$ cat src/sv/stp_pkg.sv
package stp_pkg;

    // coil drive levels
    localparam logic HIGH = 1'b1;
    localparam logic LOW  = 1'b0;

    localparam int POS_W   = 16;
    localparam int DELAY_W = 16;
    localparam int COIL_W  = 4;

    localparam logic [DELAY_W-1:0] DELAY_RESET = 16'd10;

    typedef logic [1:0] t_func;

    localparam t_func FUNC_TICK = 2'd0;
    localparam t_func FUNC_MOVE = 2'd1;
    localparam t_func FUNC_HOME = 2'd2;
    localparam t_func FUNC_IDLE = 2'd3;

    // full-step patterns, bit3 A, bit2 B, bit1 C, bit0 D
    function automatic logic [COIL_W-1:0] f_coil_pattern(input logic ccw,
                                                         input logic [1:0] phase);
        logic [COIL_W-1:0] pat;
        case ({ccw, phase})
            3'b000:  pat = {LOW,  HIGH, HIGH, LOW};
            3'b001:  pat = {LOW,  HIGH, LOW,  HIGH};
            3'b010:  pat = {HIGH, LOW,  LOW,  HIGH};
            3'b011:  pat = {HIGH, LOW,  HIGH, LOW};
            3'b100:  pat = {HIGH, LOW,  HIGH, LOW};
            3'b101:  pat = {HIGH, LOW,  LOW,  HIGH};
            3'b110:  pat = {LOW,  HIGH, LOW,  HIGH};
            3'b111:  pat = {LOW,  HIGH, HIGH, LOW};
            default: pat = {LOW,  LOW,  LOW,  LOW};
        endcase
        return pat;
    endfunction

endpackage

$ cat src/sv/stepper_move_to_sequencer.sv
// a request's result is registered and shows in the cycle after the request is accepted
// throughput: one request per cycle while the result side is ready; the motor state and the result register are
//   updated together in one pass of shallow logic (16-bit compare and increment)
// reset: synchronous active-low i_rst_n clears position, target, move state and coils,
//   empties the result register and sets step_delay to 10
module stepper_move_to_sequencer (
    input  logic                   i_clk,
    input  logic                   i_rst_n,
    // configuration: step_delay
    input  logic                   i_cfg_we,
    input  logic [15:0]            i_cfg_wdata,
    // request side
    input  logic                   i_s_tvalid,
    output logic                   o_s_tready,
    input  logic [15:0]            i_s_tdata,   // [15:0] target_position
    input  stp_pkg::t_func         i_s_tuser,   // [1:0] func
    // result side
    output logic                   o_m_tvalid,
    input  logic                   i_m_tready,
    output logic [23:0]            o_m_tdata    // [3:0] coils, [19:4] position,
                                                // [20] busy_res, [23:21] zero
);
    import stp_pkg::*;

    // configuration register
    logic [DELAY_W-1:0] r_step_delay;

    // motor state; the result fields are read straight from it
    logic [POS_W-1:0]   r_pos,    n_pos;
    logic [POS_W-1:0]   r_target, n_target;
    logic               r_moving, n_moving;
    logic               r_ccw,    n_ccw;
    logic [1:0]         r_phase,  n_phase;
    logic [DELAY_W-1:0] r_hold,   n_hold;
    logic [COIL_W-1:0]  r_coil,   n_coil;
    logic               r_out_valid;

    logic               accept;
    logic [DELAY_W-1:0] limit;
    logic               cycle_start;
    logic               past_target;
    logic [DELAY_W:0]   hold_inc;

    // a new request goes in whenever the result register is empty or being drained,
    // so the state only moves while the previous result has left
    assign o_s_tready = !r_out_valid || i_m_tready;
    assign accept     = i_s_tvalid && o_s_tready;

    // a zero delay behaves as one tick per pattern
    assign limit       = (r_step_delay == '0) ? {{(DELAY_W-1){1'b0}}, 1'b1} : r_step_delay;
    assign cycle_start = (r_phase == 2'd0) && (r_hold == '0);
    // ccw runs while pos >= target, cw while pos <= target
    assign past_target = r_ccw ? ($signed(r_pos) < $signed(r_target))
                               : ($signed(r_pos) > $signed(r_target));
    assign hold_inc    = {1'b0, r_hold} + {{DELAY_W{1'b0}}, 1'b1};

    always_comb begin
        n_pos    = r_pos;
        n_target = r_target;
        n_moving = r_moving;
        n_ccw    = r_ccw;
        n_phase  = r_phase;
        n_hold   = r_hold;
        n_coil   = r_coil;
        case (i_s_tuser)
            FUNC_TICK: begin
                if (r_moving) begin
                    if (cycle_start && past_target) begin
                        // move done, coils stay energized on the last pattern
                        n_moving = 1'b0;
                    end else begin
                        if (cycle_start) begin
                            n_pos = r_ccw ? (r_pos - 1'b1) : (r_pos + 1'b1);
                        end
                        n_coil = f_coil_pattern(r_ccw, r_phase);
                        if (hold_inc >= {1'b0, limit}) begin
                            n_hold  = '0;
                            n_phase = r_phase + 2'd1;
                        end else begin
                            n_hold = hold_inc[DELAY_W-1:0];
                        end
                    end
                end
            end
            FUNC_MOVE: begin
                // direction is fixed once here; a running move restarts
                n_target = i_s_tdata;
                n_ccw    = $signed(r_pos) >= $signed(i_s_tdata);
                n_moving = 1'b1;
                n_phase  = 2'd0;
                n_hold   = '0;
            end
            FUNC_HOME: begin
                n_pos = '0;
            end
            FUNC_IDLE: begin
                n_coil   = '0;
                n_moving = 1'b0;
                n_phase  = 2'd0;
                n_hold   = '0;
            end
            default: begin
                n_coil = r_coil;
            end
        endcase
    end

    always_ff @(posedge i_clk) begin
        if (!i_rst_n) begin
            r_step_delay <= DELAY_RESET;
            r_pos        <= '0;
            r_target     <= '0;
            r_moving     <= 1'b0;
            r_ccw        <= 1'b0;
            r_phase      <= 2'd0;
            r_hold       <= '0;
            r_coil       <= '0;
            r_out_valid  <= 1'b0;
        end else begin
            if (i_cfg_we) begin
                r_step_delay <= i_cfg_wdata;
            end
            if (accept) begin
                r_pos    <= n_pos;
                r_target <= n_target;
                r_moving <= n_moving;
                r_ccw    <= n_ccw;
                r_phase  <= n_phase;
                r_hold   <= n_hold;
                r_coil   <= n_coil;
            end
            if (accept) begin
                r_out_valid <= 1'b1;
            end else if (i_m_tready) begin
                r_out_valid <= 1'b0;
            end
        end
    end

    assign o_m_tvalid = r_out_valid;
    assign o_m_tdata  = {3'b000, r_moving, r_pos, r_coil};

    // idle request always leaves coils off and the move stopped
    a_idle_clears: assert property (@(posedge i_clk) disable iff (!i_rst_n)
        accept && (i_s_tuser == FUNC_IDLE) |=> r_out_valid && (r_coil == '0) && !r_moving)
        else $error("idle request did not de-energize coils");

    // a move request takes no step of its own
    a_move_no_step: assert property (@(posedge i_clk) disable iff (!i_rst_n)
        accept && (i_s_tuser == FUNC_MOVE) |=> r_moving && (r_pos == $past(r_pos)))
        else $error("move request changed position or did not start");

    // home request zeroes the position
    a_home_zero: assert property (@(posedge i_clk) disable iff (!i_rst_n)
        accept && (i_s_tuser == FUNC_HOME) |=> (r_pos == '0))
        else $error("home request did not zero position");

    // with no move running the step cycle sits at its start
    a_stopped_at_start: assert property (@(posedge i_clk) disable iff (!i_rst_n)
        !r_moving |-> (r_phase == 2'd0) && (r_hold == '0))
        else $error("step cycle not at start while stopped");

    // state never moves while a result waits
    a_hold_on_stall: assert property (@(posedge i_clk) disable iff (!i_rst_n)
        r_out_valid && !i_m_tready |=> $stable(r_pos) && $stable(r_coil) && $stable(r_moving))
        else $error("state changed under a stalled result");

endmodule

$ cat config.mk
export PLATFORM = sky130hd
export DESIGN_NAME = stepper_move_to_sequencer
export DESIGN_NICKNAME = d
export VERILOG_FILES = /design/src/sv/stp_pkg.sv /design/src/sv/stepper_move_to_sequencer.sv
export SDC_FILE = /design/constraint.sdc
export NUM_CORES = 1
export LEC_CHECK = 0
export CAP_MARGIN = 30
export CORE_MARGIN = 2
export CORE_UTILIZATION = 45
export CTS_BUF_LIST = sky130_fd_sc_hd__clkbuf_16
export CTS_CLUSTER_SIZE = 12
export DETAILED_ROUTE_END_ITERATION = 10
export DONT_BUFFER_PORTS = 1
export SYNTH_ARGS = -nofsm -noshare
export SYNTH_HDL_FRONTEND = slang
export SYNTH_SLANG_ARGS = --single-unit
export TNS_END_PERCENT = 50
$ cat constraint.sdc
create_clock -name i_clk -period 4.8 [get_ports i_clk]
set_input_delay 0.72 -clock i_clk [delete_from_list [all_inputs] [get_ports i_clk]]
set_output_delay 0.72 -clock i_clk [all_outputs]
set_load 0.02 [all_outputs]
==> results of run 1 <==
[kinds of logic (layout without fill, tap and decap cells)]
group	Yosys count	count (layout)	share of synthesized area, %
AOI/OAI and AO/OA	141	141	17.4
DFF	73	73	28.5
xor gates and xnor gates	21	21	3.59
muxes	22	22	4.32
other	1	3	0.0731
adders and majority gates	66	66	16.2
and+or+nand+nor	232	232	22.5
buffers and inverters	95	89	7.41
[layer usage]
metal	track usage [%]	share of wire [%]
met2	30.1	41
met4	8.00	1.5
met5	0	0
met1	29.6	51
met3	4.81	5.8
[area by class of cell]
| class | count | area, sq um | share of cell area (%) |
|---|---|---|---|
| Tap cell | 140 | 175 | 3.19 |
| Clock inverter | 7 | 31.3 | 0.569 |
| Sequential cell | 73 | 1460 | 26.6 |
| Clock buffer | 9 | 225 | 4.10 |
| Timing Repair Buffer | 5 | 45.0 | 0.820 |
| Multi-Input combinational cell | 485 | 3300 | 60.1 |
| Inverter | 68 | 255 | 4.65 |
[registers in the layout, summed over array words and instances (netlist names)]
register and flops:
r_hold 16, r_pos 16, r_step_delay 16, r_target 16, r_coil 4, r_phase 2, o_m_tvalid 1, r_ccw 1
r_moving 1
[final timing paths]
| kind | start | end |
|---|---|---|
| worst max-delay path | r_hold[0] | r_hold[6] |
| worst min-delay path | r_target[2] | r_target[2] |
| worst max register to register | r_hold[0] | r_hold[6] |
| worst min register to register | r_target[2] | r_target[2] |
[power groups by stage]
stage / clock (W) / sequential, W / combinational, W
floorplan: 0 / 0.000649 / 0.000144
global placement: 0 / 0.000656 / 0.000167
detailed placement: 0 / 0.000657 / 0.000170
CTS: 0.000619 / 0.000643 / 0.000172
global route: 0.000646 / 0.000645 / 0.000194
finish: 0.000606 / 0.000643 / 0.000172
[per-stage QoR]
stage / worst slack [ns] / hold slack [ns]
final: 0.749 / 0.455
after global placement: 0.976 / 0.443
after global routing: 0.329 / 0.473
after floorplan: 1.22 / 0.436
after CTS: 0.776 / 0.458
after detailed placement: 0.808 / 0.449
[tightest hold or removal path: stages (launching register included)]
cell and delay [ns]:
dfxtp_1 0.31, nand2_1 0.05, a21oi_1 0.05
[cell usage in the layout, fill, tap and decap left out, types with 7 or more instances in the layout]
master / count
nand2_1: 77
dfxtp_1: 73
inv_1: 70
ha_1: 65
a21oi_1: 53
nor2_1: 48
o21ai_0: 27
nand3_1: 22
mux2i_1: 21
xnor2_1: 15
nand4_1: 14
a21o_1: 10
or3_1: 10
nor3_1: 9
clkbuf_16: 9
o211ai_1: 8
nor4_1: 7
and3_1: 7
==> results.txt, run 1 <==
final core occ - 50.0%
input/output buffers - 0
Crit. End Element - flop
slowest CP cell - nor3b_2
Final #Nets - 747
Synth warnings - 0
CP required - 5.09 ns
post-synthesis sequential area ratio - 28.5%
pin count of the biggest net entering global routing - 52
Hold Path Class - flop to flop
Total Routing Usage GR - 20.7%
H-tree Lvls - 3
num rows - 38
worst-margin pin slew - 0.954 ns
Hold Crit Depth - 2
CTS Root Buffer Type - clkbuf_16
die width - 111 um
mapped cell area - 5130 sq um
Pwr Total - 0.00142 W
clock latency on the worst-skew pair - 0.34 ns
final setup violation count - 0
Avg Vias per Cell - 5.66
Post-synth EDFFs - 0
critical path, cell by cell - ha_1, nand4_1, nor2_1, nand2_1, nor2_1, nor2_1, or2_2, ha_1, and4_1, a41oi_1, o211a_1, a31oi_1, nor4_2, buf_4, nor3b_2, buf_4, a32o_1, a22o_1
post_cts resized - 0
Fin. Hold Viols - 0
max-cap violations - 0
initial antenna violation count - 0
Layout area overhead - 7.07%
Setup TNS - 0 ns
Ant. Diodes - 0
vias post-DR - 4452
clock sinks - 73
CP top delay family - simple AND/OR/NAND/NOR gates
switching power total - 0.000389 W
Core ar. - 11000 sq um
slew margin rel. - 36.3%
DRT antenna net count - 0
Placer Congestion - 0.890
Sw Ratio - 27.4%
top cell type by total area after synthesis - dfxtp_1
clock share of power - 42.6%
Placed Area - 5240 sq um
R2R cell count - 18
Setup Skew - 0.00939 ns
Critical Path Stages - 18
first-pass GRT wire length - 21.0 mm
most common cell in the synthesized netlist - nand2_1
Setup Buffers After CTS - 0
flop2flop setup slack - 0.75 ns
placed cells - 771
full die area - 12300 sq um
TritonCTS clock tree - built
status - finished, final reports clean
Die H - 111 um
Final min period - 4.05 ns
prevailing post-synth register cell - dfxtp_1
fillers - 1065
top cells by area, synth - dfxtp_1, ha_1, nand2_1, a21oi_1, inv_1
layout cells sized above 1 - 4.02%
Internal Pwr Total - 0.00103 W
crit-path most repeated cell - nor2_1
crit-path max cell delay - 0.44 ns
buffers plus inverters on the worst setup path - 2
synth cell count leaders - nand2_1, dfxtp_1, inv_1
worst endpoint data arrival time - 4.34 ns
detailed placement HPWL - 9.14 mm
fin area - 5490 sq um
top-area cell type share of the netlist area - 28.5%
hold_buf cts - 0
vias in the first global route - 4248
overall routed net length - 12.5 mm
clk buf depth - 2
Final Cycle Share - 84.4%
Comb power frac - 12.1%
fin. max-slew vios - 0
clock-pin transition on the worst setup and hold timing paths - 0.06 ns
Avg WL per Cell - 15.9 um
Reg power frac - 45.2%
CTS Buf Count - 9
initial DRC count - 231
f_max - 0.247 GHz
Leak - 2.36 nW
# DRC - 0
Top-Level Pins - 65
starting density of the core - 46.7%
pwr dens - 259 nW/um^2
DR pass1 iterations - 5
Peak VDD IR - 227 uV
Post-synth ARST share - 0%
synth unique cells - 59
Worst Setup Start Kind - flop
CP Class - flop to flop
average size of a mapped cell - 7.88 sq um
gr ovfl total - 0
Synth Instances - 651
RSZ-0062 raised after global routing - false
Post-Layout Cell Count - 787
#FFs+latches synth - 73
crit-path max FO - 9
(Power assumes the default switching activity.)
==> inputs of run 2 (changes only) <==
--- a/config.mk
+++ b/config.mk
@@ -5,6 +5,7 @@
 export SDC_FILE = /design/constraint.sdc
 export NUM_CORES = 1
 export LEC_CHECK = 0
+export ABC_AREA = 1
 export CAP_MARGIN = 30
 export CORE_MARGIN = 2
 export CORE_UTILIZATION = 45
==> constraint.sdc (replaced) <==
create_clock -name i_clk -period 4 [get_ports i_clk]
set_input_delay 0.6 -clock i_clk [delete_from_list [all_inputs] [get_ports i_clk]]
set_output_delay 0.6 -clock i_clk [all_outputs]
set_load 0.02 [all_outputs]
==> run 2 against run 1 <==
Net effect: routed wire length rose by 6.2%; final cell count rose by 18%; sequential power rose by 24%; power rose by 33%; the run now ends with DRC left; clock skew rose by 0.0011 ns; count of clock-buffer cells in the layout did not move; largest power group unchanged; largest cell class unchanged.
==> results.txt, run 2 <==
pin count of the biggest net entering global routing - 36 (-31%)
Worst Setup Start Kind - flop
Final #Nets - 886 (+19%)
first-pass GRT wire length - 22.5 mm (+7.1%)
Peak VDD IR - 173 uV (-24%)
DR pass1 iterations - 7 (+2)
initial antenna violation count - 0 (unchanged)
Post-Layout Cell Count - 929 (+18%)
flop2flop setup slack - 0.48 ns (-0.27 ns)
worst hold path startpoint - i_cfg_we
f_max - 0.284 GHz (+15%)
gr ovfl total - 0 (unchanged)
Avg Vias per Cell - 5.26 (-7.0%)
slew margin rel. - 44.6% (+8.2 points)
Post-synth ARST share - 0% (unchanged)
R2R Path Start - r_hold[0]
RSZ-0062 raised after global routing - false
die width - 113 um (+1.9%)
Final Cycle Share - 88.0% (+3.6 points)
fin area - 5720 sq um (+4.2%)
input/output buffers - 0 (unchanged)
WHS - 0.352 ns (-0.104 ns)
Fin. Hold Viols - 0 (unchanged)
#FFs+latches synth - 73 (unchanged)
post_cts resized - 0 (unchanged)
Total Routing Usage GR - 22.0% (+1.3 points)
Top Layer Used - met4
commonest non-fill, non-tap cell in the layout - nand2_1
most common cell in the synthesized netlist - nand2_1
CP Class - flop to flop
prevailing post-synth register cell - dfxtp_1
clock-pin transition on the worst setup and hold timing paths - 0.07 ns (about the same)
Layout area overhead - 7.27%
full die area - 12700 sq um (+3.8%)
Setup Skew - 0.0105 ns (+0.00112 ns)
fin. max-slew vios - 0 (unchanged)
detailed placement HPWL - 9.88 mm (+8.0%)
violations in the final reports - DRC
DRT antenna net count - 0 (unchanged)
Min-Delay Endpoint - r_step_delay[3]
r2r endpoint - r_hold[2]
num rows - 39 (+2.6%)
Top-Level Pins - 65 (unchanged)
most frequent cells in the layout - nand2_1, inv_1, a21oi_1, nor2_1, dfxtp_1
clock latency on the worst-skew pair - 0.35 ns (about the same)
Ant. Diodes - 0 (unchanged)
Setup TNS - 0 ns (unchanged)
top-area cell type share of the netlist area - 27.4% (-1.1 points)
pwr dens - 330 nW/um^2 (+27%)
top cell type by total area after synthesis - dfxtp_1
fillers - 1184 (+11%)
Core ar. - 11500 sq um (+4.9%)
# DRC - 4 (+4)
layout cells sized above 1 - 5.60% (+1.6 points)
Synth Instances - 785 (+21%)
CP required - 4.28 ns (-0.81 ns)
CTS Root Buffer Type - clkbuf_16
Hold Path Class - input port to flop
Setup Buffers After CTS - 0 (unchanged)
vias in the first global route - 4755 (+12%)
R2R cell count - 20 (+2)
final setup violation count - 0 (unchanged)
clk buf depth - 2 (unchanged)
Final min period - 3.52 ns (-0.530 ns)
worst-margin pin slew - 0.829 ns (-0.125 ns)
post-synthesis sequential area ratio - 27.4% (-1.1 points)
Synth warnings - 0 (unchanged)
crit-path max FO - 13 (+4)
max-cap violations - 0 (unchanged)
Placer Congestion - 0.866 (-2.7%)
starting density of the core - 46.3% (-0.39 points)
WL met1 - 5.80 mm (-9.5%)
Hold Crit Depth - 1 (-1)
H-tree Lvls - 3 (unchanged)
WL met3 - 528 um (-27%)
top cells by area, synth - dfxtp_1, ha_1, nand2_1, a21oi_1, inv_1
clock sinks - 73 (unchanged)
final core occ - 49.7% (-0.33 points)
hold_buf cts - 0 (unchanged)
WL met2 - 6.59 mm (+28%)
status - finished with violations
TritonCTS clock tree - built
CTS Buf Count - 9 (unchanged)
initial DRC count - 265 (+15%)
synth cell count leaders - nand2_1, inv_1, a21oi_1
synth unique cells - 46 (-22%)
Post-synth EDFFs - 0 (unchanged)
Die H - 113 um (+1.9%)
Placed Area - 5440 sq um (+3.9%)
average size of a mapped cell - 6.79 sq um (-14%)
overall routed net length - 13.3 mm (+6.2%)
Avg WL per Cell - 14.3 um (-10%)
Crit. End Element - flop
Leak - 2.74 nW (+16%)
vias post-DR - 4885 (+9.7%)
placed cells - 913 (+18%)
mapped cell area - 5330 sq um (+4.0%)
worst endpoint data arrival time - 3.80 ns (-0.54 ns)
-- run 2: changes by cell type in the layout (fill, tap and decap cells not counted), moves of 7 or more --
cell,change
o21ai_0,+21
nand2_1,+75
o211ai_1,-7
a21oi_1,+43
nand3_1,+20
nor2_1,+28
a21o_1,-10
mux2i_1,-21
inv_1,+50
and3_1,-7
or3_1,-10
-- run 2: logic make-up (layout without fill, tap and decap cells) --
kind of cell	count (synthesis)	in the layout	synth area share [%]
simple gates	313	313	25.9
compound gates	162	162	16.2
buf+inv	149	148	11.4
flops	73	73	27.4
fa+ha+maj	66	66	15.6
xor+xnor	21	21	3.45
other cells	1	3	0.0703
-- run 2: worst max path at each step --
stage                   start         to  slack, ns  depth (start not counted)
CTS                 r_hold[0]  r_hold[2]       0.50                         20
finish              r_hold[0]  r_hold[2]       0.48                         20
global route        r_hold[0]  r_hold[2]       0.02                         20
detailed placement  r_hold[0]  r_hold[2]       0.52                         20
global placement    r_hold[0]  r_hold[2]       0.63                         20
floorplan           r_hold[0]  r_hold[2]       1.11                         21
-- run 2: metal layers --
layer / vias to the layer above / global-route usage, %
li1: 2552 / -
met1: 2232 / 25.7
met2: 80 / 39.6
met3: 21 / 4.07
met4: 0 / 9.27
met5: - / 0
-- run 2: worst max-delay path: stages (launching register included) --
cell	delay [ns]
dfxtp_1	0.42
ha_1	0.20
nand2_1	0.09
inv_2	0.09
nand4_2	0.11
nor2_1	0.12
nand2_1	0.08
nor2_1	0.16
nand2_1	0.08
xor2_1	0.19
inv_1	0.07
ha_1	0.31
nand2_1	0.09
nor2_1	0.05
a211oi_1	0.18
nand2_1	0.10
a21oi_1	0.19
nand3_1	0.43
nor3_1	0.28
nand2_1	0.08
a21oi_1	0.12
-- run 2: area by class of cell --
class                   instances  area, sq um  area share [%]
flip-flops and latches         73         1460            25.5
repair buffers                  7         52.6           0.918
clock inverters                 7         55.1           0.962
well taps                     143          179            3.13
multi-input cells             565         3280            57.3
inverters                     125          469            8.20
clock buffers                   9          225            3.94
-- run 2: per-stage QoR --
| stage | setup slack, ns | power (W) |
|---|---|---|
| floorplan | 1.11 | 0.00106 |
| global placement | 0.627 | 0.00111 |
| detailed placement | 0.521 | 0.00112 |
| CTS | 0.498 | 0.00190 |
| global route | 0.0221 | 0.00198 |
| finish | 0.479 | 0.00189 |
-- run 2: power by group --
group	switching, W	internal [W]	leakage [nW]
Clock	0.000360	0.000425	0.126
Combinational	0.000200	0.000104	2.01
Sequential	0.0000365	0.000761	0.597
